**config.mk**
```make
export PLATFORM = sky130hd
export DESIGN_NAME = particle_velocity_position_update_unit
export DESIGN_NICKNAME = d
export VERILOG_FILES = /design/src/rtl/core/pvu_pkg.sv /design/src/rtl/core/particle_velocity_position_update_unit.sv /design/src/rtl/core/pvu_cfg.sv
export SDC_FILE = /design/constraint.sdc
export NUM_CORES = 2
export LEC_CHECK = 0
export BUFFER_PORTS_ARGS = -buffer_cell sky130_fd_sc_hd__buf_2
export CAP_MARGIN = 10
export CORE_AREA = 5 5 481 483
export CTS_CLUSTER_SIZE = 30
export DETAILED_ROUTE_END_ITERATION = 7
export DIE_AREA = 0 0 486 488
export PLACE_DENSITY_LB_ADDON = 0.2
export SLEW_MARGIN = 20
export SYNTH_ARGS = -nofsm -noshare
export SYNTH_HDL_FRONTEND = slang
export SYNTH_SLANG_ARGS = --single-unit
```
**constraint.sdc**
```tcl
create_clock -name clk -period 8.28 [get_ports clk]
set_clock_uncertainty 0.2 [all_clocks]
set_input_delay 0.828 -clock clk [delete_from_list [all_inputs] [get_ports clk]]
set_output_delay 0.828 -clock clk [all_outputs]
set_load 0.05 [all_outputs]
```
**src/rtl/core/pvu_pkg.sv**
```systemverilog
// shared types and constants for the particle velocity and position update unit
package pvu_pkg;

  // fixed-point format of positions and speeds
  localparam int FRAC_BITS = 16;

  // wall margin of 0.01, rounded down to the raw grid
  localparam logic [31:0] WALL_MARGIN = 32'((1 << FRAC_BITS) / 100);

  // register file geometry
  localparam int ADDR_W = 5;

  // register indexes, word addressed
  typedef enum logic [2:0] {
    REG_GRAVITY = 3'd0,
    REG_RADIUS  = 3'd1,
    REG_ROOM    = 3'd2,
    REG_ATT_X   = 3'd3,
    REG_ATT_Y   = 3'd4,
    REG_HALF    = 3'd5,
    REG_MODE    = 3'd6
  } reg_idx_t;

  // settings handed from the register block to the datapath
  typedef struct packed {
    logic        [15:0] gravity;
    logic signed [31:0] att_x;
    logic signed [31:0] att_y;
    logic        [25:0] half;
    logic signed [4:0]  mode;
    logic signed [31:0] lo;
    logic signed [31:0] hi;
    logic signed [31:0] lo_m;
    logic signed [31:0] hi_m;
  } cfg_t;

endpackage

```
**src/rtl/core/particle_velocity_position_update_unit.sv**
```systemverilog
// top level: six-stage euler step pipeline for one particle per beat
//
//  channel | direction | handshake        | payload
//  --------+-----------+------------------+---------------------------------------------
//  in      | input     | in_valid/ready   | pos_x, pos_y, speed_x, speed_y
//  out     | output    | out_valid/ready  | new_pos/speed x,y, wall_hit x,y
//  cfg     | input     | psel/penable     | paddr, pwdata, prdata (pready tied high)
//
// one beat per cycle sustained while out is not stalled; each beat passes
// through the six register stages (gravity/offset, box test/product,
// attraction add, damping, position add, wall clamp into the output register).
// rst_n is synchronous and clears the stage valid bits; data registers keep no reset.
// a stall on out holds full stages and bubbles are squeezed out behind it.
module particle_velocity_position_update_unit (
  input  logic                        clk,
  input  logic                        rst_n,
  input  logic                        in_valid,
  output logic                        in_ready,
  input  logic signed [31:0]          in_pos_x,
  input  logic signed [31:0]          in_pos_y,
  input  logic signed [31:0]          in_speed_x,
  input  logic signed [31:0]          in_speed_y,
  output logic                        out_valid,
  input  logic                        out_ready,
  output logic signed [31:0]          out_new_pos_x,
  output logic signed [31:0]          out_new_pos_y,
  output logic signed [31:0]          out_new_speed_x,
  output logic signed [31:0]          out_new_speed_y,
  output logic                        out_wall_hit_x,
  output logic                        out_wall_hit_y,
  input  logic                        psel,
  input  logic                        penable,
  input  logic                        pwrite,
  input  logic [pvu_pkg::ADDR_W-1:0]  paddr,
  input  logic [31:0]                 pwdata,
  output logic [31:0]                 prdata,
  output logic                        pready
);

  localparam int NSTG = 6;

  pvu_pkg::cfg_t cfg;

  pvu_cfg u_cfg (
    .clk     (clk),
    .rst_n   (rst_n),
    .psel    (psel),
    .penable (penable),
    .pwrite  (pwrite),
    .paddr   (paddr),
    .pwdata  (pwdata),
    .prdata  (prdata),
    .pready  (pready),
    .cfg     (cfg)
  );

  // stage control
  logic [NSTG-1:0] v_r;
  logic [NSTG-1:0] v_nxt;
  logic [NSTG-1:0] ld;

  always_comb begin
    ld[NSTG-1] = ~v_r[NSTG-1] | out_ready;
    for (int i = NSTG - 2; i >= 0; i--) begin
      ld[i] = ~v_r[i] | ld[i+1];
    end
    v_nxt[0] = ld[0] ? in_valid : v_r[0];
    for (int i = 1; i < NSTG; i++) begin
      v_nxt[i] = ld[i] ? v_r[i-1] : v_r[i];
    end
  end

  always_ff @(posedge clk) begin
    if (!rst_n) begin
      v_r <= '0;
    end else begin
      v_r <= v_nxt;
    end
  end

  assign in_ready  = ld[0];
  assign out_valid = v_r[NSTG-1];

  // stage 0: gravity and attractor offsets
  logic signed [31:0] s0_px_r, s0_py_r, s0_sx_r, s0_sy_r, s0_dx_r, s0_dy_r;
  logic signed [31:0] s0_sy_nxt, s0_dx_nxt, s0_dy_nxt;

  assign s0_sy_nxt = in_speed_y - $signed({16'd0, cfg.gravity});
  assign s0_dx_nxt = cfg.att_x - in_pos_x;
  assign s0_dy_nxt = cfg.att_y - in_pos_y;

  always_ff @(posedge clk) begin
    if (ld[0]) begin
      s0_px_r <= in_pos_x;
      s0_py_r <= in_pos_y;
      s0_sx_r <= in_speed_x;
      s0_sy_r <= s0_sy_nxt;
      s0_dx_r <= s0_dx_nxt;
      s0_dy_r <= s0_dy_nxt;
    end
  end

  // stage 1: box test and attraction products
  logic signed [31:0] s1_px_r, s1_py_r, s1_sx_r, s1_sy_r, s1_ax_r, s1_ay_r;
  logic               s1_en_r;
  logic signed [31:0] half_s, half_neg;
  logic               s1_en_nxt;
  logic signed [36:0] prod_x, prod_y;

  assign half_s   = $signed({6'd0, cfg.half});
  assign half_neg = -half_s;
  assign s1_en_nxt = (cfg.mode != 5'sd0)
                   && (s0_dx_r >= half_neg) && (s0_dx_r <= half_s)
                   && (s0_dy_r >= half_neg) && (s0_dy_r <= half_s);
  assign prod_x = (s0_dx_r >>> 4) * cfg.mode;
  assign prod_y = (s0_dy_r >>> 4) * cfg.mode;

  always_ff @(posedge clk) begin
    if (ld[1]) begin
      s1_px_r <= s0_px_r;
      s1_py_r <= s0_py_r;
      s1_sx_r <= s0_sx_r;
      s1_sy_r <= s0_sy_r;
      s1_ax_r <= prod_x[31:0];
      s1_ay_r <= prod_y[31:0];
      s1_en_r <= s1_en_nxt;
    end
  end

  // stage 2: attraction add
  logic signed [31:0] s2_px_r, s2_py_r, s2_sx_r, s2_sy_r;
  logic signed [31:0] s2_sx_nxt, s2_sy_nxt;

  assign s2_sx_nxt = s1_en_r ? s1_sx_r + s1_ax_r : s1_sx_r;
  assign s2_sy_nxt = s1_en_r ? s1_sy_r + s1_ay_r : s1_sy_r;

  always_ff @(posedge clk) begin
    if (ld[2]) begin
      s2_px_r <= s1_px_r;
      s2_py_r <= s1_py_r;
      s2_sx_r <= s2_sx_nxt;
      s2_sy_r <= s2_sy_nxt;
    end
  end

  // stage 3: damping
  logic signed [31:0] s3_px_r, s3_py_r, s3_sx_r, s3_sy_r;
  logic signed [31:0] s3_sx_nxt, s3_sy_nxt;

  assign s3_sx_nxt = s2_sx_r - (s2_sx_r >>> 11);
  assign s3_sy_nxt = s2_sy_r - (s2_sy_r >>> 11);

  always_ff @(posedge clk) begin
    if (ld[3]) begin
      s3_px_r <= s2_px_r;
      s3_py_r <= s2_py_r;
      s3_sx_r <= s3_sx_nxt;
      s3_sy_r <= s3_sy_nxt;
    end
  end

  // stage 4: position update
  logic signed [31:0] s4_px_r, s4_py_r, s4_sx_r, s4_sy_r;
  logic signed [31:0] s4_px_nxt, s4_py_nxt;

  assign s4_px_nxt = s3_px_r + (s3_sx_r >>> 8);
  assign s4_py_nxt = s3_py_r + (s3_sy_r >>> 8);

  always_ff @(posedge clk) begin
    if (ld[4]) begin
      s4_px_r <= s4_px_nxt;
      s4_py_r <= s4_py_nxt;
      s4_sx_r <= s3_sx_r;
      s4_sy_r <= s3_sy_r;
    end
  end

  // stage 5: wall clamp into the output register, high wall checked first
  logic signed [31:0] px_nxt, py_nxt, sx_nxt, sy_nxt;
  logic               hx_nxt, hy_nxt;
  logic signed [31:0] out_px_r, out_py_r, out_sx_r, out_sy_r;
  logic               out_hx_r, out_hy_r;

  always_comb begin
    px_nxt = s4_px_r;
    sx_nxt = s4_sx_r;
    hx_nxt = 1'b0;
    if (s4_px_r > cfg.hi) begin
      px_nxt = cfg.hi_m;
      sx_nxt = 32'sd0;
      hx_nxt = 1'b1;
    end else if (s4_px_r < cfg.lo) begin
      px_nxt = cfg.lo_m;
      sx_nxt = 32'sd0;
      hx_nxt = 1'b1;
    end
    py_nxt = s4_py_r;
    sy_nxt = s4_sy_r;
    hy_nxt = 1'b0;
    if (s4_py_r > cfg.hi) begin
      py_nxt = cfg.hi_m;
      sy_nxt = 32'sd0;
      hy_nxt = 1'b1;
    end else if (s4_py_r < cfg.lo) begin
      py_nxt = cfg.lo_m;
      sy_nxt = 32'sd0;
      hy_nxt = 1'b1;
    end
  end

  always_ff @(posedge clk) begin
    if (ld[5]) begin
      out_px_r <= px_nxt;
      out_py_r <= py_nxt;
      out_sx_r <= sx_nxt;
      out_sy_r <= sy_nxt;
      out_hx_r <= hx_nxt;
      out_hy_r <= hy_nxt;
    end
  end

  assign out_new_pos_x   = out_px_r;
  assign out_new_pos_y   = out_py_r;
  assign out_new_speed_x = out_sx_r;
  assign out_new_speed_y = out_sy_r;
  assign out_wall_hit_x  = out_hx_r;
  assign out_wall_hit_y  = out_hy_r;

endmodule

```
**src/rtl/core/pvu_cfg.sv**
```systemverilog
// register block with apb-style access and derived wall limits
module pvu_cfg (
  input  logic                        clk,
  input  logic                        rst_n,
  input  logic                        psel,
  input  logic                        penable,
  input  logic                        pwrite,
  input  logic [pvu_pkg::ADDR_W-1:0]  paddr,
  input  logic [31:0]                 pwdata,
  output logic [31:0]                 prdata,
  output logic                        pready,
  output pvu_pkg::cfg_t               cfg
);

  logic        [15:0] gravity_r;
  logic        [30:0] radius_r;
  logic        [30:0] room_r;
  logic        [31:0] att_x_r;
  logic        [31:0] att_y_r;
  logic        [25:0] half_r;
  logic        [4:0]  mode_r;
  logic        [2:0]  idx;
  logic               wr_en;
  logic        [31:0] hi;

  assign pready = 1'b1;
  assign idx    = paddr[pvu_pkg::ADDR_W-1:2];
  assign wr_en  = psel & penable & pwrite;

  // register writes
  always_ff @(posedge clk) begin
    if (!rst_n) begin
      gravity_r <= 16'd0;
      radius_r  <= 31'd32768;
      room_r    <= 31'd4194304;
      att_x_r   <= 32'd0;
      att_y_r   <= 32'd0;
      half_r    <= 26'd1966080;
      mode_r    <= 5'd0;
    end else if (wr_en) begin
      case (idx)
        pvu_pkg::REG_GRAVITY: gravity_r <= pwdata[15:0];
        pvu_pkg::REG_RADIUS:  radius_r  <= pwdata[30:0];
        pvu_pkg::REG_ROOM:    room_r    <= pwdata[30:0];
        pvu_pkg::REG_ATT_X:   att_x_r   <= pwdata;
        pvu_pkg::REG_ATT_Y:   att_y_r   <= pwdata;
        pvu_pkg::REG_HALF:    half_r    <= pwdata[25:0];
        pvu_pkg::REG_MODE:    mode_r    <= pwdata[4:0];
        default: ;
      endcase
    end
  end

  // read mux
  always_comb begin
    case (idx)
      pvu_pkg::REG_GRAVITY: prdata = {16'd0, gravity_r};
      pvu_pkg::REG_RADIUS:  prdata = {1'b0, radius_r};
      pvu_pkg::REG_ROOM:    prdata = {1'b0, room_r};
      pvu_pkg::REG_ATT_X:   prdata = att_x_r;
      pvu_pkg::REG_ATT_Y:   prdata = att_y_r;
      pvu_pkg::REG_HALF:    prdata = {6'd0, half_r};
      pvu_pkg::REG_MODE:    prdata = {{27{mode_r[4]}}, mode_r};
      default:              prdata = 32'd0;
    endcase
  end

  // wall limits, all with 32-bit wrap
  assign hi = {1'b0, room_r} - {1'b0, radius_r};

  always_comb begin
    cfg.gravity = gravity_r;
    cfg.att_x   = att_x_r;
    cfg.att_y   = att_y_r;
    cfg.half    = half_r;
    cfg.mode    = mode_r;
    cfg.lo      = {1'b0, radius_r};
    cfg.hi      = hi;
    cfg.lo_m    = {1'b0, radius_r} + pvu_pkg::WALL_MARGIN;
    cfg.hi_m    = hi - pvu_pkg::WALL_MARGIN;
  end

endmodule

```
==> results.md <==
| Result | Reported |
|:---|:---|
| Crit path max fanout | 35 |
| Final Routed Wirelength | 226000 µm |
| Final core occ | 0.342 |
| Synthesized netlist net count | 7207 |
| Die Width | 486 µm |
| HPWL after DPL | 182000 µm |
| Leakage dissipation | 32.8 nW |
| Proportion of layout cells with a drive suffix above 1 | 0.104 |
| Synth unique cells | 87 |
| Post-CTS Setup Bufs | 0 |
| Final layout net count | 7616 |
| Internal power | 0.0115 W |
| Result of the run | finished clean |
| Cts bufs inserted | 116 |
| Worst hold path cell count | 1 |
| Grt total ovfl | 0 |
| Die height | 488 µm |
| Area taken by multi-input logic gates | 0.0343 mm² |
| Post-synthesis compound-gate area fraction | 0.127 |
| Mean area per synthesized cell | 10.9 µm² |
| Share of flip-flops with an asynchronous set or reset | 0 |
| Net Sw Frac | 0.335 |
| CTS tree | yes |
| Cells along the critical path | inv_1, ha_1, inv_1, fa_1, a211o_1, a211oi_1, o31a_1, nor4_1, o21ai_0, o211a_1, o21bai_1, o311a_1, ha_1, nand4_1, nor4_1, nand2_1, nor4b_1, a211oi_1, mux2i_1, a21o_4, buf_4, and3_1 |
| Maximum number of pins on one net before global-route repair | 107 |
| Post-synthesis xor/xnor area fraction | 0.0519 |
| Cell types occupying the most area after synthesis | sky130_fd_sc_hd__edfxtp_1 40%, sky130_fd_sc_hd__ha_1 12%, sky130_fd_sc_hd__dfxtp_1 5.3% |
| Reg-to-reg setup timing slack | 1.34 ns |
| Register area | 0.0306 mm² |
| Adder and majority gate portion of the synthesized area | 0.173 |
| Cell area after technology mapping | 0.0675 mm² |
| Number of I/O port buffers | 333 |
| Critical Path End Type | register |
| Worst max-slew margin expressed relative to the limit | 0.260 |
| Clock transition at the registers of the reported paths | 0.06 ns |
| CTS resizes | 0 |
| Post-synthesis sequential area ratio | 0.453 |
| Number of DRC violations after detailed routing | 0 |
| Simple-gate share of the synthesized area | 0.125 |
| Worst setup SP type | register |
| Critical R2R Launch | u_cfg.room_r[0]$_SDFFE_PN0P_ |
| Sequential power share | 0.437 |
| Flip-flop cell with the highest count after synthesis | sky130_fd_sc_hd__edfxtp_1 |
| Total GRT Usage | 0.185 |
| Combinational power share | 0.252 |
| Global-route wire length before repair | 323000 µm |
| Final slew viol count | 0 |
| Switching power of the nets | 0.00580 W |
| Die area | 0.237 mm² |
| Worst r2r path cells | 22 |
| Detailed-route wire length per cell | 23.1 µm |
| Terminating pin of the worst hold path | s0_px_r[26]$_DFFE_PP_ |
| Worst R2R End | out_new_speed_x[17]$_SDFFCE_PP0P_ |
| Core Box Area | 0.226 mm² |
| IR Drop Worst-Case VDD | 0.000177 V |
| Sum Neg Setup Slack | 0 ns |
| Setup repair after global routing missed its margin | no |
| Worst-case hold slack | 0.0663 ns |
| Clock Path Buffers | 3 |
| Post-route antenna net violation count | 0 |
| Via-per-instance ratio | 4.92 |
| Data arrival time of the worst path | 7.34 ns |
| Minimum period implied by the final worst setup slack | 6.94 ns |
| Number of rows in the core area | 175 |
| Post-synthesis mux area share | 0.0296 |
| Number of DRC markers in iteration 0 | 3582 |
| Clock net sink count | 1078 |
| Worst path max stage delay | 0.51 ns |
| Clk pwr share | 0.311 |
| Max_cap viols | 0 |
| Cell taking the most area after synthesis | sky130_fd_sc_hd__edfxtp_1 |
| Vias | 48.0k |
| Drt first pass iters | 6 |
| Clock tree root buffer cell | sky130_fd_sc_hd__clkbuf_16 |
| Vias in the first global route | 47.4k |
| Master of the slowest instance on the critical path | sky130_fd_sc_hd__a21o_4 |
| Insertion delay of the later-clocked pin in the worst-skew pair | 0.78 ns |
| Filler cell count | 22.7k |
| Fin. Hold Viols | 0 |
| Synth-to-layout area growth | 14.6% |
| Worst min path class | primary input to register |
| H-tree levels | 3 |
| Actual transition at the worst max-transition pin | 1.11 ns |
| Antenna violations before repair | 40 |
| Start point of the worst hold path | in_pos_x[26] |
| Ys Warns | 0 |
| EDFF count, synth | 899 |
| Post-synthesis cell count | 6207 |
| Final weighted congestion in routability-driven placement | 0.921 |
| Area fraction of the dominant cell type after synthesis | 0.400 |
| Count of boundary I/O pins | 337 |
| Number of endpoints failing setup at the final stage | 0 |
| Endpoint required time on the critical path | 8.68 ns |
| Tcrit/Tclk final | 0.838 |
| Yosys reg bits | 1078 |
| Starting density of the core | 0.298 |
| Crit path kind | register to register |
| Power per unit of standard cell area | 224 mW/mm² |
| F_max | 144 MHz |
| Combinational family with the most area after synthesis | adder cells |
placed cells by master, fill, tap and decap left out, types with 107 or more instances in the layout:
cell | synthesis | routed
sky130_fd_sc_hd__nor2_1 | 270 | 267
sky130_fd_sc_hd__buf_2 | 5 | 332
sky130_fd_sc_hd__clkbuf_16 | 0 | 119
sky130_fd_sc_hd__xnor2_1 | 310 | 310
sky130_fd_sc_hd__nand2_1 | 585 | 583
sky130_fd_sc_hd__nand2b_1 | 107 | 107
sky130_fd_sc_hd__edfxtp_1 | 899 | 899
sky130_fd_sc_hd__a21oi_1 | 314 | 314
sky130_fd_sc_hd__and2_1 | 216 | 216
sky130_fd_sc_hd__o21ai_0 | 208 | 208
sky130_fd_sc_hd__fa_1 | 178 | 178
sky130_fd_sc_hd__dfxtp_1 | 179 | 178
sky130_fd_sc_hd__inv_1 | 559 | 556
sky130_fd_sc_hd__ha_1 | 650 | 650
sky130_fd_sc_hd__a21boi_0 | 185 | 185
sky130_fd_sc_hd__a21o_1 | 202 | 201
sky130_fd_sc_hd__mux2i_1 | 134 | 134
worst max path at each step:
stage | cells past startpoint | start | to
5_1_grt | 22 | u_cfg.room_r[0]$_SDFFE_PN0P_ | out_new_speed_x[1]$_SDFFCE_PP0P_
3_3_place_gp | 22 | u_cfg.room_r[0]$_SDFFE_PN0P_ | out_new_speed_x[0]$_SDFFCE_PP0P_
2_1_floorplan | 4 | out_ready | s1_ax_r[0]$_DFFE_PP_
4_1_cts | 22 | u_cfg.room_r[0]$_SDFFE_PN0P_ | out_new_speed_x[17]$_SDFFCE_PP0P_
3_5_place_dp | 22 | u_cfg.room_r[0]$_SDFFE_PN0P_ | out_new_speed_x[9]$_SDFFCE_PP0P_
6_report | 22 | u_cfg.room_r[0]$_SDFFE_PN0P_ | out_new_speed_x[17]$_SDFFCE_PP0P_
power by group through the flow:
stage                     Clock (W)  Sequential [W]  Combinational (W)
after floorplan                   0         0.00803            0.00241
after global placement            0         0.00771            0.00430
after detailed placement          0         0.00769            0.00435
after CTS                   0.00554         0.00758            0.00439
after global routing        0.00575         0.00762            0.00478
final                       0.00538         0.00755            0.00436
cells in the mapped netlist, types with 12 or more instances:
cell type	n
sky130_fd_sc_hd__a211oi_1	29
sky130_fd_sc_hd__a21boi_0	185
sky130_fd_sc_hd__a21o_1	202
sky130_fd_sc_hd__a21oi_1	314
sky130_fd_sc_hd__a22oi_1	75
sky130_fd_sc_hd__a31oi_1	21
sky130_fd_sc_hd__and2_1	216
sky130_fd_sc_hd__and3_1	68
sky130_fd_sc_hd__clkbuf_1	143
sky130_fd_sc_hd__dfxtp_1	179
sky130_fd_sc_hd__edfxtp_1	899
sky130_fd_sc_hd__fa_1	178
sky130_fd_sc_hd__ha_1	650
sky130_fd_sc_hd__inv_1	559
sky130_fd_sc_hd__mux2_2	58
sky130_fd_sc_hd__mux2i_1	134
sky130_fd_sc_hd__nand2_1	585
sky130_fd_sc_hd__nand2b_1	107
sky130_fd_sc_hd__nand3_1	89
sky130_fd_sc_hd__nand4_1	85
sky130_fd_sc_hd__nor2_1	270
sky130_fd_sc_hd__nor2b_1	87
sky130_fd_sc_hd__nor3_1	88
sky130_fd_sc_hd__nor4_1	30
sky130_fd_sc_hd__o211ai_1	20
sky130_fd_sc_hd__o21a_1	68
sky130_fd_sc_hd__o21ai_0	208
sky130_fd_sc_hd__o21bai_1	36
sky130_fd_sc_hd__o31a_1	12
sky130_fd_sc_hd__o31ai_1	23
sky130_fd_sc_hd__or2_2	13
sky130_fd_sc_hd__or3_1	20
sky130_fd_sc_hd__xnor2_1	310
sky130_fd_sc_hd__xor2_1	87
per-stage QoR:
stage	power, W	setup WS, ns	instances	area (µm²)
2_1_floorplan	0.0104	1.90	6207	67500
4_1_cts	0.0175	1.28	9727	77300
5_1_grt	0.0182	0.784	9739	77300
3_3_place_gp	0.0120	1.31	9467	72900
6_report	0.0173	1.34	9749	77300
3_5_place_dp	0.0120	1.34	9467	72900
layer usage:
metal  global-route usage  vias to the layer above  part of all wire
met1                0.245                    23400              0.44
met4                0.103                        0             0.063
met3               0.0205                      367             0.044
met5                    0                        -                 0
li1                     -                    23000                 -
met2                0.296                     1175              0.45
kinds of logic (layout without fill, tap and decap cells):
| group | count (synthesis) | in the layout |
|---|---|---|
| compound gates | 1294 | 1294 |
| mux | 192 | 192 |
| simple gates | 1703 | 1703 |
| other cells | 1 | 23 |
| buf+inv | 713 | 1224 |
| xor+xnor | 398 | 398 |
| fa+ha+maj | 828 | 828 |
| flops | 1078 | 1078 |
repair_timing:
item                                   in CTS  in global routing
endpoints found under the hold margin      40                  0
setup endpoints to repair                   0                  0
hold buffers                               40                  0
critical path, delay by kind of cell (launching register included):
kind | cells | cell delay (ns)
simple gates | 6 | 1.47
fa+ha+maj | 3 | 1.05
compound gates | 9 | 2.84
buf+inv | 3 | 0.56
flops | 1 | 0.36
mux | 1 | 0.22
final cells by class:
type | count | share of cell area
Multi-Input combinational cell | 4416 | 0.443
Clock buffer | 151 | 0.0409
Inverter | 559 | 0.0273
Antenna cell | 22 | 0.000712
Timing Repair Buffer | 445 | 0.0339
Sequential cell | 1078 | 0.395
Tap cell | 3009 | 0.0487
Clock inverter | 69 | 0.0102
No activity file was read; power rests on OpenSTA's default activity.
